--- src/rtl/core/prb_ram.sv ---
// ----------------------------------------------------------------------------
// prb_ram: generic simple dual-port ram
// One write port, one read port with registered read data.
// ----------------------------------------------------------------------------
module prb_ram #(
    parameter int WIDTH = 8,
    parameter int DEPTH = 16
) (
    input  logic                                        aclk,
    input  logic                                        we,
    input  logic [((DEPTH > 1) ? $clog2(DEPTH) : 1)-1:0] waddr,
    input  logic [WIDTH-1:0]                            wdata,
    input  logic                                        re,
    input  logic [((DEPTH > 1) ? $clog2(DEPTH) : 1)-1:0] raddr,
    output logic [WIDTH-1:0]                            rdata
);

    logic [WIDTH-1:0] mem_reg [DEPTH];
    logic [WIDTH-1:0] rdata_reg;

    always_ff @(posedge aclk) begin
        if (we) begin
            mem_reg[waddr] <= wdata;
        end
        if (re) begin
            rdata_reg <= mem_reg[raddr];
        end
    end

    assign rdata = rdata_reg;

endmodule

--- config.mk ---
export PLATFORM = sky130hd
export DESIGN_NAME = prb_ram
export DESIGN_NICKNAME = d
export VERILOG_FILES = /design/src/rtl/core/prb_ram.sv
export SDC_FILE = /design/constraint.sdc
export NUM_CORES = 1
export LEC_CHECK = 0
export BUFFER_PORTS_ARGS = -buffer_cell sky130_fd_sc_hd__buf_2
export CAP_MARGIN = 15
export CORE_MARGIN = 5
export CORE_UTILIZATION = 50
export CTS_BUF_LIST = sky130_fd_sc_hd__clkbuf_4 sky130_fd_sc_hd__clkbuf_8 sky130_fd_sc_hd__clkbuf_16
export DETAILED_ROUTE_END_ITERATION = 8
export GPL_TIMING_DRIVEN = 1
export PLACE_DENSITY = 0.67
export SETUP_SLACK_MARGIN = 0.5
export SYNTH_ARGS = -nofsm -noshare
export SYNTH_HDL_FRONTEND = slang
export SYNTH_SLANG_ARGS = --single-unit
export TNS_END_PERCENT = 30
--- constraint.sdc ---
create_clock -name aclk -period 4.4 [get_ports aclk]
set_clock_uncertainty 0.1 [all_clocks]
set_input_delay 0.88 -clock aclk [delete_from_list [all_inputs] [get_ports aclk]]
set_output_delay 0.88 -clock aclk [all_outputs]
set_load 0.02 [all_outputs]
# Yosys cells after proc, flatten, opt, wreduce, memory -nomap -nowiden

Memories as Yosys holds them, arrays and structs flattened. A register that Yosys moved wholly into a read port is not among the register bits.
Cells that the tools add are included.
W data, S select, Z words.

Bits in registers: 0
RAM bits: 128
Bits of input ports: 19
Output and inout bits: 8
Word-level logic and storage cells: 3
Memories: 1

Muxes and demuxes: 2

Memories:

| name    | depth | width | rd ports | clocked after Yosys merged registers in | wr ports | RTL line | RTL |
|---|---|---|---|---|---|---|---|
| mem_reg | 16    | 8     | 1        | 1                                       | 1        | 18       | `logic [WIDTH-1:0] mem_reg [DEPTH];` |

Operator list:

| kind    | count |
|---|---|
| $mux W1 | 2 |

# Longest topological paths before layout

Word-level depth: 2
Gate-level depth with buffers: 5
Mapped depth without buffers: 3

# Least setup slack after synthesis

Ideal clock, no wire load.

Path kind: in2reg
Start: input port waddr[2] in the netlist's numbering
End: memory mem_reg[0][0], enable pin
Library setup time: 0.383 ns
Data arrival time: 1.990 ns
Setup slack: 1.927 ns
Stages on the path: 2
Path buffers: 0
Cells stage by stage: or3b_2 > nor3_1

RTL lines:

| what               | RTL line | RTL |
|---|---|---|
| start: declaration | 11       | `input logic [((DEPTH > 1) ? $clog2(DEPTH) : 1)-1:0] waddr,` |
| end: declaration   | 18       |  |

Straight into the memory's write port.

==> metrics.md <==
| Metric | Value |
|---|---|
| Final WS setup | 1830 ps |
| GR Util met1 | 23.0% |
| Final core utilization | 58.5% |
| FF-to-FF path depth | 3 |
| CTS tree | built |
| Post-Syn Area | 5230 um2 |
| Worst EP arrival | 2730 ps |
| Dpl hpwl | 6.14 mm |
| Slowest CP cell | buf_2 |
| # hold bufs at CTS | 0 |
| Clock tree root driver cell | clkbuf_8 |
| Worst Setup SP | raddr[0] |
| Max Slew Vio Count | 0 |
| Slew @ Worst Pin | 996 ps |
| Crit path largest cell delay | 630 ps |
| Initial antenna violation count | 0 |
| Outcome | complete, no violations |
| First-pass GRT wire length | 15.0 mm |
| Total iterations of the first detailed-routing run | 5 |
| WP buf/inv | 2 |
| Max-cap violation count | 0 |
| PwrDens | 476 nW/um2 |
| CTS H-tree depth | 4 |
| Synthesized instance count | 229 |
| Setup TNS Final | 0 ps |
| Critical path fanouts, max | 26 |
| Peak supply drop | 0.197 mV |
| Hold Path End | rdata[5] |
| Synth Register Bits | 136 |
| Fin. Hold Viols | 0 |
| Antenna diode count | 0 |
| Kind of critical path | primary input to flop |
| Hold depth | 1 |
| Met2 Use GR | 25.9% |
| Synth warn | 0 |
| Leak Pwr | 2.00 nW |
| Final worst path period share | 58.3% |
| Fill count | 762 |
| Layout Nets | 287 |
| Routed Antenna Nets | 0 |
| Final setup viols | 0 |
| Nature of the critical path endpoint | flop |
| DR WL/cell | 23.2 um |
| # rows | 37 |
| Synth top area cells | edfxtp_1 (78%), mux4_2 (7.8%), mux4_1 (7.0%) |
| Relative slew slack | 33.3% |
| Die height | 112 um |
| Footprint of the multi-input gates | 1070 um2 |
| Vias per cell | 5.75 |
| RePlAce Congestion | 0.715 |
| Vias in the first global route | 2522 |
| Number of remaining DRC errors | 0 |
| Worst-path clk slew | 60 ps |
| Synth cell types | 18 |
| FF-to-FF End | rdata[4] |
| Worst-path cell chain | buf_2 > buf_4 > mux4_1 > a22oi_1 > nand2_1 |
| Area grow syn2layout | 15.0% |
| GRT Overall Usage | 16.9% |
| Sequential share of the synthesized area | 78.1% |
| Port bufs | 26 |
| R2r setup slk | 2800 ps |
| Synth top area share | 78.1% |
| FF-to-FF Start | mem_reg[3][4] |
| Clk pwr share | 44.1% |
| Die ar. | 12600 um2 |
| CTS max path bufs | 2 |
| Met3 Use GR | 4.91% |
| Core area | 10300 um2 |
| Net switching fraction of the power | 19.5% |
| Min-delay src | re |
| Worst path top cell family by delay | buffers and inverters |
| Gr ovfl total | 0 |
| Net switching power | 0.559 mW |
| Pin count of the biggest net entering global routing | 33 |
| Sink Count | 136 |
| Die Width | 112 um |
| Routed vias | 2392 |
| Post-cts resize count | 0 |
| Avg Inst Size Synth | 22.8 um2 |
| Syn nets | 248 |
| Internal | 2.30 mW |
| CTS Buf Count | 17 |
| Skew-Pair Late Insertion Delay | 510 ps |
| Sequential share of power | 51.3% |
| Busiest grt layer | met2 |
| Pre-CTS setup slack | 1320 ps |
| Leading area contributor after synthesis | edfxtp_1 |
| Final WL | 9.66 mm |
| Highest Clock Rate | 390 MHz |
| Logic pwr share | 4.6% |
| Worst hold path type | primary input to flop |
| Minimum clock period | 2570 ps |
| Largest register FFs | 128 |
| Register area | 4080 um2 |
| Share of cells above drive strength 1 | 27.9% |
| RSZ-0062 raised after global routing | false |
| CP Launch Type | primary input |
| Io pins | 27 |
| DRT iter0 DRCs | 200 |
| Starting density of the core | 50.9% |
| Worst EP required | 4560 ps |
| Setup bufs post-CTS | 0 |
[synth_stat cells]
library cell / number
buf_6: 3
and2b_1: 1
nand3_1: 1
nand2_1: 9
mux4_2: 18
buf_2: 3
mux4_1: 14
nand3b_1: 2
buf_4: 1
nor3_1: 4
or3b_2: 1
nor2_1: 13
and2_1: 1
edfxtp_1: 136
clkdlybuf4s25_2: 3
nand2b_1: 2
nor2b_1: 1
a22oi_1: 16
[power groups by stage]
stage	clock, mW	sequential (mW)	combinational, mW
floorplan	0	1.50	0.0737
global placement	0	1.49	0.132
detailed placement	0	1.49	0.134
CTS	1.28	1.47	0.135
global route	1.35	1.47	0.145
finish	1.26	1.47	0.132
[kinds of logic (layout without fill, tap and decap cells)]
family | Yosys count | in the layout | synth area share, %
AOI/OAI and AO/OA | 16 | 16 | 2.30
buffers and inverters | 10 | 61 | 1.65
DFF | 136 | 136 | 78.1
muxes | 32 | 32 | 14.8
and+or+nand+nor | 35 | 35 | 3.14
[per-layer routing]
metal / vias up / share of wire, %
li1: 1065 / -
met1: 1198 / 42
met2: 117 / 49
met3: 12 / 7.8
met4: 0 / 1.6
met5: - / 0
[metrics by stage]
step | hold WS, ps | power, mW | area, um2 | cells
after floorplan | 605 | 1.57 | 5230 | 229
after global placement | 641 | 1.63 | 5470 | 384
after detailed placement | 641 | 1.63 | 5480 | 385
after CTS | 623 | 2.89 | 6010 | 416
after global routing | 620 | 2.97 | 6010 | 416
final | 641 | 2.86 | 6010 | 416
[how the worst max path moves through the flow]
stage	end	cells past startpoint	slack (ps)
after global routing	rdata[3]	5	1700
after floorplan	mem_reg[0][0]	2	1930
final	rdata[3]	5	1830
after detailed placement	rdata[3]	5	1320
after CTS	rdata[3]	5	1830
after global placement	rdata[3]	5	1340
[final cells by class]
class | count | share of cell area, %
Sequential cell | 136 | 67.9
Clock buffer | 18 | 7.01
Clock inverter | 13 | 1.87
Tap cell | 136 | 2.83
Multi-Input combinational cell | 83 | 17.7
Timing Repair Buffer | 30 | 2.62
[layout by cell type (no fill, tap or decap), types with 2 or more instances in the layout]
cell type / n
edfxtp_1: 136
clkbuf_16: 16
a22oi_1: 16
buf_2: 27
clkinv_2: 6
nor3_1: 2
nand3b_1: 2
nor2_1: 13
nor3_2: 2
nand2b_1: 2
mux4_1: 14
mux4_2: 18
buf_4: 3
bufinv_16: 2
clkinv_1: 4
nand2_1: 9
(Power assumes the default switching activity.)
