==> config.mk <==
export PLATFORM = sky130hd
export DESIGN_NAME = prb_cfg_regs
export DESIGN_NICKNAME = d
export VERILOG_FILES = /design/src/rtl/core/prb_pkg.sv /design/src/rtl/core/prb_cfg_regs.sv
export SDC_FILE = /design/constraint.sdc
export NUM_CORES = 1
export LEC_CHECK = 0
export ABC_AREA = 1
export BUFFER_PORTS_ARGS = -buffer_cell sky130_fd_sc_hd__buf_2
export CORE_MARGIN = 2
export CORE_UTILIZATION = 38
export CTS_CLUSTER_SIZE = 20
export DETAILED_ROUTE_END_ITERATION = 6
export PLACE_DENSITY = 0.65
export SETUP_SLACK_MARGIN = 0.15
export SLEW_MARGIN = 30
export SYNTH_ARGS = -nofsm -noshare
export SYNTH_HDL_FRONTEND = slang
export SYNTH_SLANG_ARGS = --single-unit
==> constraint.sdc <==
create_clock -name aclk -period 1.1 [get_ports aclk]
set_clock_uncertainty 0.1 [all_clocks]
set_input_delay 0.11 -clock aclk [delete_from_list [all_inputs] [get_ports aclk]]
set_output_delay 0.11 -clock aclk [all_outputs]
set_load 0.05 [all_outputs]
==> src/rtl/core/prb_pkg.sv <==
// ----------------------------------------------------------------------------
// prb_pkg: shared types and constants of the per-source packet rate blocker
// Field widths, request and result layouts, reason codes and register indexes.
// ----------------------------------------------------------------------------
package prb_pkg;

    localparam int SOURCE_ENTRIES = 64;
    localparam int GUARD_PORTS    = 4;

    localparam int ADDR_W  = 32;
    localparam int PORT_W  = 16;
    localparam int LEN_W   = 16;
    localparam int TIME_W  = 64;
    localparam int COUNT_W = 32;
    localparam int TALLY_W = 64;

    localparam int IDX_W  = (SOURCE_ENTRIES > 1) ? $clog2(SOURCE_ENTRIES) : 1;
    localparam int FILL_W = $clog2(SOURCE_ENTRIES + 1);

    localparam int CFG_IDX_W  = 3;
    localparam int CFG_DATA_W = 32;

    localparam logic [CFG_IDX_W-1:0] CFG_THRESHOLD = 3'd0;
    localparam logic [CFG_IDX_W-1:0] CFG_PORT_A    = 3'd1;
    localparam logic [CFG_IDX_W-1:0] CFG_PORT_MASK = 3'd5;

    localparam logic [COUNT_W-1:0] RESET_THRESHOLD = 32'd1000;
    localparam logic [COUNT_W-1:0] COUNT_MAX       = '1;

    typedef enum logic [2:0] {
        REASON_NOT_TCP     = 3'd0,
        REASON_BLOCKED     = 3'd1,
        REASON_UNPROTECTED = 3'd2,
        REASON_OVER        = 3'd3,
        REASON_ALLOWED     = 3'd4
    } reason_t;

    // request layout, last field in the lowest bits
    typedef struct packed {
        logic [TIME_W-1:0] arrival_time;
        logic [LEN_W-1:0]  frame_length;
        logic [PORT_W-1:0] dst_port;
        logic [PORT_W-1:0] src_port;
        logic [ADDR_W-1:0] dst_addr;
        logic [ADDR_W-1:0] src_addr;
    } pkt_t;

    typedef struct packed {
        logic [TALLY_W-1:0] denied_bytes;
        logic [TALLY_W-1:0] denied_packets;
        logic [TALLY_W-1:0] allowed_bytes;
        logic [TALLY_W-1:0] allowed_packets;
        logic [PORT_W-1:0]  event_dport;
        logic [PORT_W-1:0]  event_sport;
        logic [ADDR_W-1:0]  event_dst;
        logic [ADDR_W-1:0]  event_src;
        logic [TIME_W-1:0]  event_time;
    } res_t;

    typedef struct packed {
        logic    event_valid;
        reason_t reason;
        logic    verdict;
    } res_user_t;

    localparam int PKT_W      = $bits(pkt_t);
    localparam int RES_W      = $bits(res_t);
    localparam int RES_USER_W = $bits(res_user_t);
    localparam int EVENT_W    = TIME_W + 2 * ADDR_W + 2 * PORT_W;

    typedef struct packed {
        logic               blocked;
        logic [COUNT_W-1:0] count;
    } entry_t;

    localparam int ENTRY_W = $bits(entry_t);

    typedef struct packed {
        logic             hit;
        logic             room;
        logic [IDX_W-1:0] idx;
    } cam_result_t;

    typedef struct packed {
        logic [COUNT_W-1:0] threshold;
        logic               port_protected;
    } cfg_view_t;

endpackage

==> src/rtl/core/prb_cfg_regs.sv <==
// ----------------------------------------------------------------------------
// prb_cfg_regs: configuration registers
// Threshold, protected port list and enable mask, plus the port match.
// ----------------------------------------------------------------------------
module prb_cfg_regs (
    input  logic                              aclk,
    input  logic                              aresetn,
    input  logic                              cfg_valid,
    output logic                              cfg_ready,
    input  logic [prb_pkg::CFG_IDX_W-1:0]     cfg_index,
    input  logic [prb_pkg::CFG_DATA_W-1:0]    cfg_data,
    input  logic [prb_pkg::PORT_W-1:0]        dst_port,
    output prb_pkg::cfg_view_t                view
);

    logic [prb_pkg::COUNT_W-1:0]     threshold_reg, threshold_next;
    logic [prb_pkg::PORT_W-1:0]      port_reg  [prb_pkg::GUARD_PORTS];
    logic [prb_pkg::PORT_W-1:0]      port_next [prb_pkg::GUARD_PORTS];
    logic [prb_pkg::GUARD_PORTS-1:0] mask_reg, mask_next;
    logic [prb_pkg::GUARD_PORTS-1:0] port_match;

    assign cfg_ready = 1'b1;

    always_comb begin
        threshold_next = threshold_reg;
        mask_next      = mask_reg;
        for (int i = 0; i < prb_pkg::GUARD_PORTS; i++) begin
            port_next[i] = port_reg[i];
        end
        if (cfg_valid) begin
            if (cfg_index == prb_pkg::CFG_THRESHOLD) begin
                threshold_next = cfg_data[prb_pkg::COUNT_W-1:0];
            end
            if (cfg_index == prb_pkg::CFG_PORT_MASK) begin
                mask_next = cfg_data[prb_pkg::GUARD_PORTS-1:0];
            end
            for (int i = 0; i < prb_pkg::GUARD_PORTS; i++) begin
                if (cfg_index == prb_pkg::CFG_PORT_A + prb_pkg::CFG_IDX_W'(i)) begin
                    port_next[i] = cfg_data[prb_pkg::PORT_W-1:0];
                end
            end
        end
    end

    always_ff @(posedge aclk) begin
        if (!aresetn) begin
            threshold_reg <= prb_pkg::RESET_THRESHOLD;
            mask_reg      <= '0;
            for (int i = 0; i < prb_pkg::GUARD_PORTS; i++) begin
                port_reg[i] <= '0;
            end
        end else begin
            threshold_reg <= threshold_next;
            mask_reg      <= mask_next;
            for (int i = 0; i < prb_pkg::GUARD_PORTS; i++) begin
                port_reg[i] <= port_next[i];
            end
        end
    end

    always_comb begin
        for (int i = 0; i < prb_pkg::GUARD_PORTS; i++) begin
            port_match[i] = mask_reg[i] && (port_reg[i] == dst_port);
        end
    end

    assign view.threshold      = threshold_reg;
    assign view.port_protected = |port_match;

endmodule

# ---- Word-level counts from Yosys, hierarchy flattened
# Memory sizes are Yosys's and may differ from the RTL's.
# Cells that the tools add are included.
dict set report op_classes {
  eq_ne 9
  muxes 11
  bitwise 4
  n_reduce_logical 8
}
# cell count
set op_table {}
lappend op_table {{16-bit two-way mux} 8}
lappend op_table {{16-bit == test} 4}
lappend op_table {{64-bit two-way mux} 1}
lappend op_table {{3-bit by 2-bit == test with 1-bit output, second input constant} 2}
lappend op_table {{3-bit == test, second input constant} 2}
lappend op_table {{1-bit logical AND} 4}
lappend op_table {{1-bit OR} 4}
lappend op_table {{2-bit AND reduction} 2}
lappend op_table {{4-bit OR reduction} 1}
lappend op_table {{3-bit by 1-bit == test with 1-bit output, second input constant} 1}
lappend op_table {{3-bit zero test} 1}
lappend op_table {{1-bit two-way mux} 2}
dict set report word_totals {
  ff_bits 36
  ramBits 64
  wordCells 35
  mem_count 1
}
# memory words word_bits read_ports rd_ports_with_merged_regs wr line
set memory_table {}
lappend memory_table {port_reg 4 16 4 0 4 prb_cfg_regs.sv:17} ;# logic [prb_pkg::PORT_W-1:0] port_reg [prb_pkg::GUARD_PORTS];

# ---- Logic depth before layout (Yosys ltp)
dict set report depth {
  ltp_word 4
  ltp_mapped 10
}

# ---- Worst setup path before layout
# OpenSTA, ideal clock, no wires.
dict set report synth_timing {
  path_kind {flip-flop to output port}
  start {memory port_reg[0][32] (netlist name)}
  end {output view[0] (netlist name)}
  t_arrival_ns 1.145
  t_required_ns 0.890
  setup_slack_ns -0.255
  stages_incl_launch_ff 11
  n_path_buf 0
  path_cell_list {dfxtp_1 > inv_1 > nand2_1 > o21ai_0 > nor2_1 > nand2_1 > nor2_1 > nand3_1 > nand2_1 > inv_1 > nand2_1}
}
# item line
set synth_lines {}
lappend synth_lines {{from (decl)} prb_cfg_regs.sv:17}
lappend synth_lines {{to (decl)} prb_cfg_regs.sv:13} ;# output prb_pkg::cfg_view_t view

==> flow_summary.yaml <==
run_status:
  status: "finished, violations left"
  violations: "setup timing"
routing:
  wirelength_um: 14500
  first_pass_iters: 5
  drtAntennaViolNets: 0
  drtIter0Drc: 295
  routed_via_density: 4.83
  vias: 4762
  drc: 0
  wl_per_cell_um: 14.7
floorplanning:
  start_util_pct: 39.2
  die_h_um: 113
  io_pins: 88
  coreArea_um2: 11500
  die_area_um2: 12700
  die_x_um: 113
  rows: 39
layout:
  layout-drive-gt1-share_pct: 32.2
  syn2layout_area_growth_pct: 47.9
  design_area_um2: 6650
  n_antenna_cell: 0
  largest_register_ff_count: 64
  final_util_pct: 58.0
  regArea_um2: 2070
  nets: 891
  multi_input_area_um2: 2180
  fillCellCount: 1045
clocking:
  tritoncts: "yes"
  htree_levels: 3
  cts_sinks: 100
  cts.reportedPaths.clkPinSlew_ns: 0.07
  clockBufferDepth: 2
  clk_latency_ns: 0.35
  clockRootBuffer: "clkbuf_16"
  cts_buffers: 9
critical_path:
  path_class: "flop to output port"
  crit_path_end_kind: "output port"
  crit_arrival_ns: 1.59
  required_ns: 0.89
  cp-start-kind: "flop"
  reg2reg_slack_ns: 0.19
  critPathMaxFanout: 2
synth:
  ys_seq_area_share_pct: 44.5
  synth_area_um2: 4500
  ys_warn_count: 0
  synth_cell_types: 21
  synthCells: 673
  ys_ff_latch: 100
  avgSynthCellArea_um2: 6.68
  synthesis.nets: 727
timing:
  drv_slew: 0
  grt_setup_unrepaired: "true"
  min_period_over_period_pct: 164
  setup_viol: 1
  fmax_mhz: 554
  fin_ws_ns: -0.705
  hold_viol: 0
  layout_min_cycle_time_ns: 1.80
power:
  vdd_drop_max_uv: 1360
  p_leak_nw: 3.04
  total_power_mw: 8.50
  p_per_area_nw_per_um2: 1280
hold_path:
  hp-class: "primary input to flop"
grt:
  grt_overflow: 0
  grt_pass1_vias: 4524
  grt.total_usage_pct: 23.1
  antenna_found_initial: 0
  grt_pass1_wl_um: 22900
  grt_max_degree: 42
place:
  port-buffer-count: 86
  gp_congestion: 0.960
  placed_area_um2: 5580
  dpl.hpwl_um: 10000
job:
  max_cap_violations: 0
logic make-up (layout without fill, tap and decap cells):
logic type / count (synthesis) / in the layout / share of synthesized area, %
buffers and inverters: 99 / 268 / 8.99
AND/OR/NAND/NOR: 306 / 306 / 26.7
AO/OA/AOI/OAI: 155 / 155 / 17.4
other: 1 / 1 / 0.0834
flip-flops: 100 / 100 / 44.5
XOR/XNOR: 12 / 12 / 2.34
cells in the final DEF, fill, tap and decap left out, drive strengths merged:
| cell | n |
|---|---|
| dfxtp | 100 |
| xor2 | 10 |
| o21ai | 109 |
| or2 | 1 |
| clkbuf | 9 |
| nor3 | 3 |
| clkinvlp | 1 |
| inv | 75 |
| a21oi | 43 |
| nand2 | 147 |
| xnor2 | 2 |
| dlygate4sd3 | 30 |
| buf | 151 |
| o211ai | 3 |
| clkinv | 1 |
| nor2 | 142 |
| bufinv | 1 |
| nand3 | 13 |
| conb | 1 |
routing by layer:
metal / share of wire (%) / vias to the layer above / routed length [µm] / GRT usage [%]
li1: - / 2438 / - / -
met5: 0 / - / 0 / 0
met4: 1.3 / 0 / 188 / 6.10
met2: 49 / 108 / 7050 / 38.9
met1: 45 / 2197 / 6510 / 29.1
met3: 5.0 / 19 / 719 / 6.75
cell type report:
class / count / share of cell area, %
multi-input cells: 474 / 32.7
flip-flops and latches: 100 / 31.2
repair buffers: 181 / 24.7
inverters: 71 / 4.05
clock buffers: 9 / 3.39
well taps: 143 / 2.69
clock inverters: 7 / 1.24
power by group:
part	internal [mW]	total, mW	switching, mW
logic	0.567	1.31	0.747
registers	3.76	3.85	0.0911
clock network	1.81	3.33	1.52
cell usage after synthesis:
library cell  instances  area [µm²]
conb_1                1        3.75
nand3_2               1        10.0
buf_6                 2        22.5
buf_2                11        55.1
a21oi_1              43         215
nand2_1             147         552
nand3_1              12        60.1
inv_1                64         240
inv_2                 7        26.3
o211ai_1              3        22.5
nor2_1              139         522
nor2_4                3        33.8
xnor2_1               2        17.5
or2_2                 1        6.26
dfxtp_1             100        2000
xor2_1               10        87.6
buf_4                 1        7.51
o21ai_1               4        20.0
nor3_1                3        15.0
o21ai_0             105         526
clkbuf_1             14        52.6
worst paths after layout:
| path | from | cells after the start | end |
|---|---|---|---|
| worst min register to register | port_reg[0][46] | 2 | port_reg[0][46] |
| worst min-delay path | cfg_data[0] | 3 | mask_reg[0] |
| worst max-delay path | port_reg[0][26] | 8 | view[0] |
| worst max register to register | port_reg[0][59] | 4 | port_reg[0][59] |
metrics by stage:
step | std cells | setup WS [ns] | hold WS (ns) | setup TNS (ns)
detailed placement | 937 | -0.454 | 0.243 | -10.23
finish | 985 | -0.705 | 0.0222 | -0.705
CTS | 983 | -0.723 | 0.0139 | -0.723
global route | 985 | -0.810 | 0.0373 | -0.824
floorplan | 673 | -0.0760 | 0.136 | -0.0760
global placement | 937 | -0.447 | 0.232 | -7.51
worst max-delay path: stages, from the launching register on:
cell and delay [ns]:
dfxtp_1 0.32, xor2_1 0.17, nor3_2 0.21, buf_4 0.14
nand3_1 0.07, nand2_1 0.08, inv_2 0.05, nand2_4 0.06
buf_8 0.14
what timing repair did:
item,4_1_cts,5_1_grt
pin swaps,3,34
endpoints found under the setup margin,33,50
endpoints found under the hold margin,50,0
resized for setup,109,64
buffers inserted,0,2
hold buffers,30,0
Power figures use the tool's default switching activity.
