### config.mk
export PLATFORM = sky130hd
export DESIGN_NAME = prb_src_cam
export DESIGN_NICKNAME = d
export VERILOG_FILES = /design/src/rtl/core/prb_pkg.sv /design/src/rtl/core/prb_src_cam.sv
export SDC_FILE = /design/constraint.sdc
export NUM_CORES = 2
export LEC_CHECK = 0
export ABC_AREA = 0
export BUFFER_PORTS_ARGS = -buffer_cell sky130_fd_sc_hd__buf_2
export CORE_MARGIN = 10
export CORE_UTILIZATION = 55
export CTS_CLUSTER_SIZE = 24
export DETAILED_ROUTE_END_ITERATION = 16
export PLACE_DENSITY = 0.71
export RECOVER_POWER = 25
export SLEW_MARGIN = 20
export SYNTH_ARGS = -nofsm -noshare
export SYNTH_HDL_FRONTEND = slang
export SYNTH_SLANG_ARGS = --single-unit
### constraint.sdc
create_clock -name aclk -period 3.4 [get_ports aclk]
set_input_delay 0.51 -clock aclk [delete_from_list [all_inputs] [get_ports aclk]]
set_output_delay 0.51 -clock aclk [all_outputs]
set_load 0.02 [all_outputs]
### src/rtl/core/prb_pkg.sv
// ----------------------------------------------------------------------------
// prb_pkg: shared types and constants of the per-source packet rate blocker
// Field widths, request and result layouts, reason codes and register indexes.
// ----------------------------------------------------------------------------
package prb_pkg;

    localparam int SOURCE_ENTRIES = 64;
    localparam int GUARD_PORTS    = 4;

    localparam int ADDR_W  = 32;
    localparam int PORT_W  = 16;
    localparam int LEN_W   = 16;
    localparam int TIME_W  = 64;
    localparam int COUNT_W = 32;
    localparam int TALLY_W = 64;

    localparam int IDX_W  = (SOURCE_ENTRIES > 1) ? $clog2(SOURCE_ENTRIES) : 1;
    localparam int FILL_W = $clog2(SOURCE_ENTRIES + 1);

    localparam int CFG_IDX_W  = 3;
    localparam int CFG_DATA_W = 32;

    localparam logic [CFG_IDX_W-1:0] CFG_THRESHOLD = 3'd0;
    localparam logic [CFG_IDX_W-1:0] CFG_PORT_A    = 3'd1;
    localparam logic [CFG_IDX_W-1:0] CFG_PORT_MASK = 3'd5;

    localparam logic [COUNT_W-1:0] RESET_THRESHOLD = 32'd1000;
    localparam logic [COUNT_W-1:0] COUNT_MAX       = '1;

    typedef enum logic [2:0] {
        REASON_NOT_TCP     = 3'd0,
        REASON_BLOCKED     = 3'd1,
        REASON_UNPROTECTED = 3'd2,
        REASON_OVER        = 3'd3,
        REASON_ALLOWED     = 3'd4
    } reason_t;

    // request layout, last field in the lowest bits
    typedef struct packed {
        logic [TIME_W-1:0] arrival_time;
        logic [LEN_W-1:0]  frame_length;
        logic [PORT_W-1:0] dst_port;
        logic [PORT_W-1:0] src_port;
        logic [ADDR_W-1:0] dst_addr;
        logic [ADDR_W-1:0] src_addr;
    } pkt_t;

    typedef struct packed {
        logic [TALLY_W-1:0] denied_bytes;
        logic [TALLY_W-1:0] denied_packets;
        logic [TALLY_W-1:0] allowed_bytes;
        logic [TALLY_W-1:0] allowed_packets;
        logic [PORT_W-1:0]  event_dport;
        logic [PORT_W-1:0]  event_sport;
        logic [ADDR_W-1:0]  event_dst;
        logic [ADDR_W-1:0]  event_src;
        logic [TIME_W-1:0]  event_time;
    } res_t;

    typedef struct packed {
        logic    event_valid;
        reason_t reason;
        logic    verdict;
    } res_user_t;

    localparam int PKT_W      = $bits(pkt_t);
    localparam int RES_W      = $bits(res_t);
    localparam int RES_USER_W = $bits(res_user_t);
    localparam int EVENT_W    = TIME_W + 2 * ADDR_W + 2 * PORT_W;

    typedef struct packed {
        logic               blocked;
        logic [COUNT_W-1:0] count;
    } entry_t;

    localparam int ENTRY_W = $bits(entry_t);

    typedef struct packed {
        logic             hit;
        logic             room;
        logic [IDX_W-1:0] idx;
    } cam_result_t;

    typedef struct packed {
        logic [COUNT_W-1:0] threshold;
        logic               port_protected;
    } cfg_view_t;

endpackage

### src/rtl/core/prb_src_cam.sv
// ----------------------------------------------------------------------------
// prb_src_cam: source address table
// Parallel compare of the stored source addresses, filled in entry order.
// ----------------------------------------------------------------------------
module prb_src_cam (
    input  logic                          aclk,
    input  logic                          aresetn,
    input  logic [prb_pkg::ADDR_W-1:0]    lookup_addr,
    input  logic                          alloc_en,
    output prb_pkg::cam_result_t          result
);

    logic [prb_pkg::ADDR_W-1:0]        addr_reg [prb_pkg::SOURCE_ENTRIES];
    logic [prb_pkg::FILL_W-1:0]        fill_reg, fill_next;
    logic [prb_pkg::SOURCE_ENTRIES-1:0] match;
    logic [prb_pkg::IDX_W-1:0]         match_idx;

    // entries below the fill count are live
    always_comb begin
        for (int i = 0; i < prb_pkg::SOURCE_ENTRIES; i++) begin
            match[i] = (prb_pkg::FILL_W'(i) < fill_reg) && (addr_reg[i] == lookup_addr);
        end
    end

    // at most one lane matches
    always_comb begin
        match_idx = '0;
        for (int i = 0; i < prb_pkg::SOURCE_ENTRIES; i++) begin
            match_idx = match_idx | (match[i] ? prb_pkg::IDX_W'(i) : '0);
        end
    end

    assign result.hit  = |match;
    assign result.room = (fill_reg != prb_pkg::FILL_W'(prb_pkg::SOURCE_ENTRIES));
    assign result.idx  = result.hit ? match_idx : fill_reg[prb_pkg::IDX_W-1:0];

    assign fill_next = alloc_en ? fill_reg + 1'b1 : fill_reg;

    always_ff @(posedge aclk) begin
        if (!aresetn) begin
            fill_reg <= '0;
        end else begin
            fill_reg <= fill_next;
        end
    end

    always_ff @(posedge aclk) begin
        if (alloc_en) begin
            addr_reg[fill_reg[prb_pkg::IDX_W-1:0]] <= lookup_addr;
        end
    end

endmodule

==> Yosys cells after proc, flatten, opt, wreduce, memory -nomap -nowiden <==
Memory sizes are Yosys's and may differ from the RTL's.
Cells that the tools add are included.
{ "word_totals": {"ramBits": 2048, "elab_cells": 325, "n_memories": 1, "register_bits": 7, "out_inout_bits": 8, "input_bits": 35} }
{ "memory_table": {"columns": ["memory", "depth", "width", "read_ports", "rd_clocked_by_memory_dff", "write_ports", "line", "rtl"], "rows": [
  ["addr_reg", 64, 32, 64, 0, 1, "prb_src_cam.sv:13", "logic [prb_pkg::ADDR_W-1:0] addr_reg [prb_pkg::SOURCE_ENTRIES];"]
]} }
{ "op_classes": {"n_lt_le_gt_ge": 64, "n_eq_ne": 65, "addsub": 1, "n_mux": 66, "reduce_logical": 65, "bitwise": 62} }
{ "ops": {"columns": ["cell", "count"], "rows": [
  ["$eq A32 B32 Y1", 64],
  ["$lt A6 B7 Y1 const A", 32],
  ["$mux W6", 33],
  ["$or A6 B6 Y6", 31],
  ["$lt A5 B7 Y1 const A", 16],
  ["$mux W5", 16],
  ["$or A5 B5 Y5", 15],
  ["$logic_and A1 B1 Y1", 64],
  ["$reduce_or A64 Y1", 1],
  ["$lt A4 B7 Y1 const A", 8],
  ["$mux W4", 8],
  ["$lt A3 B7 Y1 const A", 4],
  ["$or A4 B4 Y4", 7],
  ["$lt A1 B7 Y1 const A", 2],
  ["$lt A2 B7 Y1 const A", 2],
  ["$mux W3", 4],
  ["$or A3 B3 Y3", 3],
  ["$add A7 B1 Y7 const B", 1],
  ["$ne A7 B7 Y1 const B", 1],
  ["$or A5 B6 Y6", 1],
  ["$or A4 B5 Y5", 1],
  ["$mux W2", 2],
  ["$or A3 B4 Y4", 1],
  ["$mux W1", 3],
  ["other kinds (3)", 3]
]} }

==> Logic depth before layout (Yosys ltp) <==
{ "depth": {"depth_word": 66, "ltp_mapped": 12, "ltp_nobuf": 8} }

==> Worst setup path before layout <==
No wires, ideal clock.
{ "synth_timing": {"path_type": "input port to output port", "startpoint": "in lookup_addr[17] (netlist bit)", "endpoint": "out result[1] (netlist bit)", "t_arrival_ps": 2866, "stages": 10, "n_path_buf": 2, "t_required_ps": 2890, "path_slack_ps": 24, "cell_sequence": "buf_4 > buf_6 > xor2_1 > nor4_1 > nand4_1 > a2111oi_0 > a2111oi_0 > and4_1 > nand4_4 > mux2i_1"} }
{ "synth_rtl": {"columns": ["element", "line", "rtl"], "rows": [
  ["start, declared", "prb_src_cam.sv:8", "input logic [prb_pkg::ADDR_W-1:0] lookup_addr,"],
  ["end, declared", "prb_src_cam.sv:10", "output prb_pkg::cam_result_t result"]
]} }

==> results.md <==
Run status:
- The flow ran to the end, but the final reports show violations.
- The checks that failed: setup timing.

Final layout:
- After routing the design area is 105500 µm².
- The multi-input combinational cells in the finished layout cover a total of 24840 µm².
- For this run, the post-layout net count is 6418.
- The signed area change from the synthesized netlist to the final layout is 20.57%.
- The fraction of layout cells with a size suffix above 1 is ~22%.
- The utilization after layout is 66.69%.
- The total of fill cells in the finished design is between 10000 and 15000.
- The flip-flop count of the largest register, all copies and words added is 2048.
- The non-filler instance count after layout is around 8600.
- The total area of sequential cells is 61650 µm².

Synth:
- After synthesis, flip-flops and latches occupy 70.44% of the total area.
- Synthesis instantiated 67 different standard cells from the library.
- The fraction of synthesized cell area taken by the top area cell type is a little over two thirds.
- In the post-synthesis netlist, the biggest area contributors are edfxtp_1 70%, xor2_1 13%, xnor2_1 7.4%, nor4_1 2.6%, nand4_1 1.7%.
- After synthesis, the share of flip-flops with an asynchronous set or reset is 0%.
- The number of enable flip-flop cells after synthesis is approximately 2000.
- The post-synthesis net count is 5373.
- The cell count after synthesis is 5336.
- A synthesized cell averages around 16 µm².
- The synthesized flop and latch total is about 2100.
- The most instantiated library cell after synthesis is edfxtp_1.
- edfxtp_1 takes more of the synthesized area than any other cell.
- The total standard cell area after synthesis is 87510 µm².
- During synthesis, Yosys emitted a total of 0 warnings.
- Ranked by instance count, the synthesized netlist is headed by 2048 x edfxtp_1, 1314 x xor2_1, 738 x xnor2_1.
- The prevailing post-synth register cell is edfxtp_1.

Timing:
- The setup skew after layout is 40.29 ps.
- Dividing the final minimum period by the clock period gives 134.1%.
- The smallest clock period supported by the final layout is computed as 4558 ps.
- Setup repair after global routing could not meet its margin everywhere.
- The number of slew-limit violations in the final report is 0.
- The total count of hold-check failures in the final report is 0.
- For the pin with the worst max-slew slack, the measured transition is 1330 ps.
- Setup violations remaining at the end of the flow were counted as 7.
- The post-route setup TNS is -7738 ps.
- In the post-route analysis, the smallest setup slack over all paths is -1158 ps.
- On the final layout, the worst hold slack is about 37 ps.
- Derived from the worst setup path, the maximum achievable clock frequency is 219.4 MHz.
- The normalized max-slew margin is 11.33%.

Drt:
- The number of vias per cell is 5.896.
- After detailed routing, the total wire length is 249600 µm.
- The routed layout has 50900 vias.
- The first TritonRoute pass finished after 7 iterations.
- The number of remaining DRC errors is 0.
- The count of routing violations after the opening detailed-route iteration is 6343.
- In this run the remaining antenna-violating nets after routing total 0.
- After detailed routing, the average wire length per cell comes to 28.91 µm.

Flow run:
- Across the run, the number of max-cap violations was 0.

Power:
- Across the VDD grid, the largest voltage drop is 0.4998 mV.
- The cell leakage power is 0.03558 µW.
- The total power per unit cell area is 508.2 nW/µm².

GRT:
- The overall overflow remaining after global route is 0.
- The number of global-route vias before repair is 49570.
- The global-route wire length before repair is 357400 µm.
- Global routing used 28.17% of the available tracks.
- The largest net degree at the start of global routing is 33.
- The initial antenna violation count was 14.

Place:
- The number of buffer cells added on primary ports is 42.
- The cell count after placement is 8232.
- The final weighted congestion of routability-driven global placement is 0.9582.
- Summing all placed instances gives a cell area of around 99000 µm².
- The half-perimeter wire length of the detailed placement result is 168500 µm.

Worst setup path:
- The kind of start point of the critical path is a primary input.
- Data arrives at the worst endpoint at 4050 ps.
- Data on the critical path is required at its endpoint by about 2900 ps.
- The critical-path maximum fanout is 16.
- The worst reg-to-reg setup slack is 850 ps.
- The type of element capturing the critical path is an output port.
- The critical path in this run is classified as in -> out.

Floorplanning:
- The height of the die is 418.9 µm.
- In this run the standard cell core region covers 158200 µm².
- The initialized floorplan defines 146 standard-cell rows.
- The initial core utilization is 55.32%.
- Measured along the x axis, the die boundary spans 418.9 µm.
- The total I/O pin count is 43.
- The floorplan step defined a die boundary enclosing 175500 µm².

Clock tree:
- The clock tree root buffer cell is clkbuf_16.
- The clock sink total is slightly above 2000.
- The clock-pin transition on the worst setup and hold timing paths is 60 ps.
- For the worst-skew pair, the clock arrives at the later sink with an insertion delay of 850 ps.
- The number of buffers on the longest clock path is 3.
- The TritonCTS clock tree is built.
- TritonCTS created between 200 and 250 clock buffers.
- The H-tree was split into 4 levels.

Hold path:
- The class of the tightest hold or removal check is in -> reg.
-- worst max-delay path, cell delays in order --
cell,delay (ps)
clkbuf_8,380
buf_12,250
buf_4,200
xor2_1,90
nor4_1,670
nand4_1,350
nor4_1,390
buf_4,210
a2111oi_4,60
and4_4,190
nand4_4,190
mux2i_4,350
buf_6,160
-- metrics by stage --
stage,setup WS (ps),power (µW)
detailed placement,-1559,32240
finish,-1158,53620
floorplan,23.93,30170
global placement,-1620,32180
CTS,-1138,53830
global route,-1163,54950
-- layer usage --
layer | vias up | part of all wire (%) | global-route usage (%) | wire length [µm]
met3 | 430 | 8.7 | 4.397 | 21700
met2 | 2502 | 46 | 43.91 | 115400
met5 | - | 0.011 | 0 | 27
met1 | 26160 | 41 | 40.17 | 102100
met4 | 4 | 4.2 | 10.51 | 10360
li1 | 21800 | - | - | -
-- placed cells by master (no fill, tap or decap), types with 13 or more instances in the layout --
cell       count
edfxtp_1    2048
xor2_1      1314
buf_4        746
xnor2_1      738
nor4_1       330
nand4_1      239
clkbuf_16    206
clkbuf_1     154
buf_12       152
nand3_1       66
clkinv_1      66
nor2_2        65
nor3_1        58
clkinv_2      42
buf_6         35
nor2_1        24
clkbuf_8      23
nand2_1       20
nor4_4        16
nor4_2        13
bufinv_16     13
-- timing repair --
action,in CTS,in global routing
setup endpoints to repair,7,7
buffers inserted,12,7
hold buffers,7,0
endpoints found under the hold margin,14,0
pin swaps,25,29
gates resized for setup,108,71
cloned,0,0
-- layout make-up --
type | count | area share [%]
diodes | 6 | 0.01423
clock buffers | 240 | 5.007
repair buffers | 1090 | 9.412
well taps | 2072 | 2.457
inverters | 4 | 0.01779
multi-input cells | 3026 | 23.54
clock inverters | 141 | 1.114
flip-flops and latches | 2055 | 58.43
-- kinds of logic after synthesis --
logic type | after synthesis | synth area share, %
AOI/OAI and AO/OA | 61 | 0.5648
xor gates and xnor gates | 2052 | 20.54
adders and majority gates | 2 | 0.02859
buffers and inverters | 255 | 2.228
DFF | 2055 | 70.44
muxes | 6 | 0.08579
and+or+nand+nor | 905 | 6.117
-- power by group --
part / switching (µW) / internal [µW]
registers: 27.4 / 27900
clock network: 9770 / 12100
logic: 2330 / 1450
total: 12100 / 41500
-- worst paths after layout --
kind,endpoint,from,depth (start not counted)
setup / recovery,result[1],lookup_addr[10],13
hold / removal,addr_reg[41][21],lookup_addr[21],1
setup reg to reg,addr_reg[11][14],fill_reg[1],8
hold reg to reg,fill_reg[1],fill_reg[1],3
(Power assumes the default switching activity.)
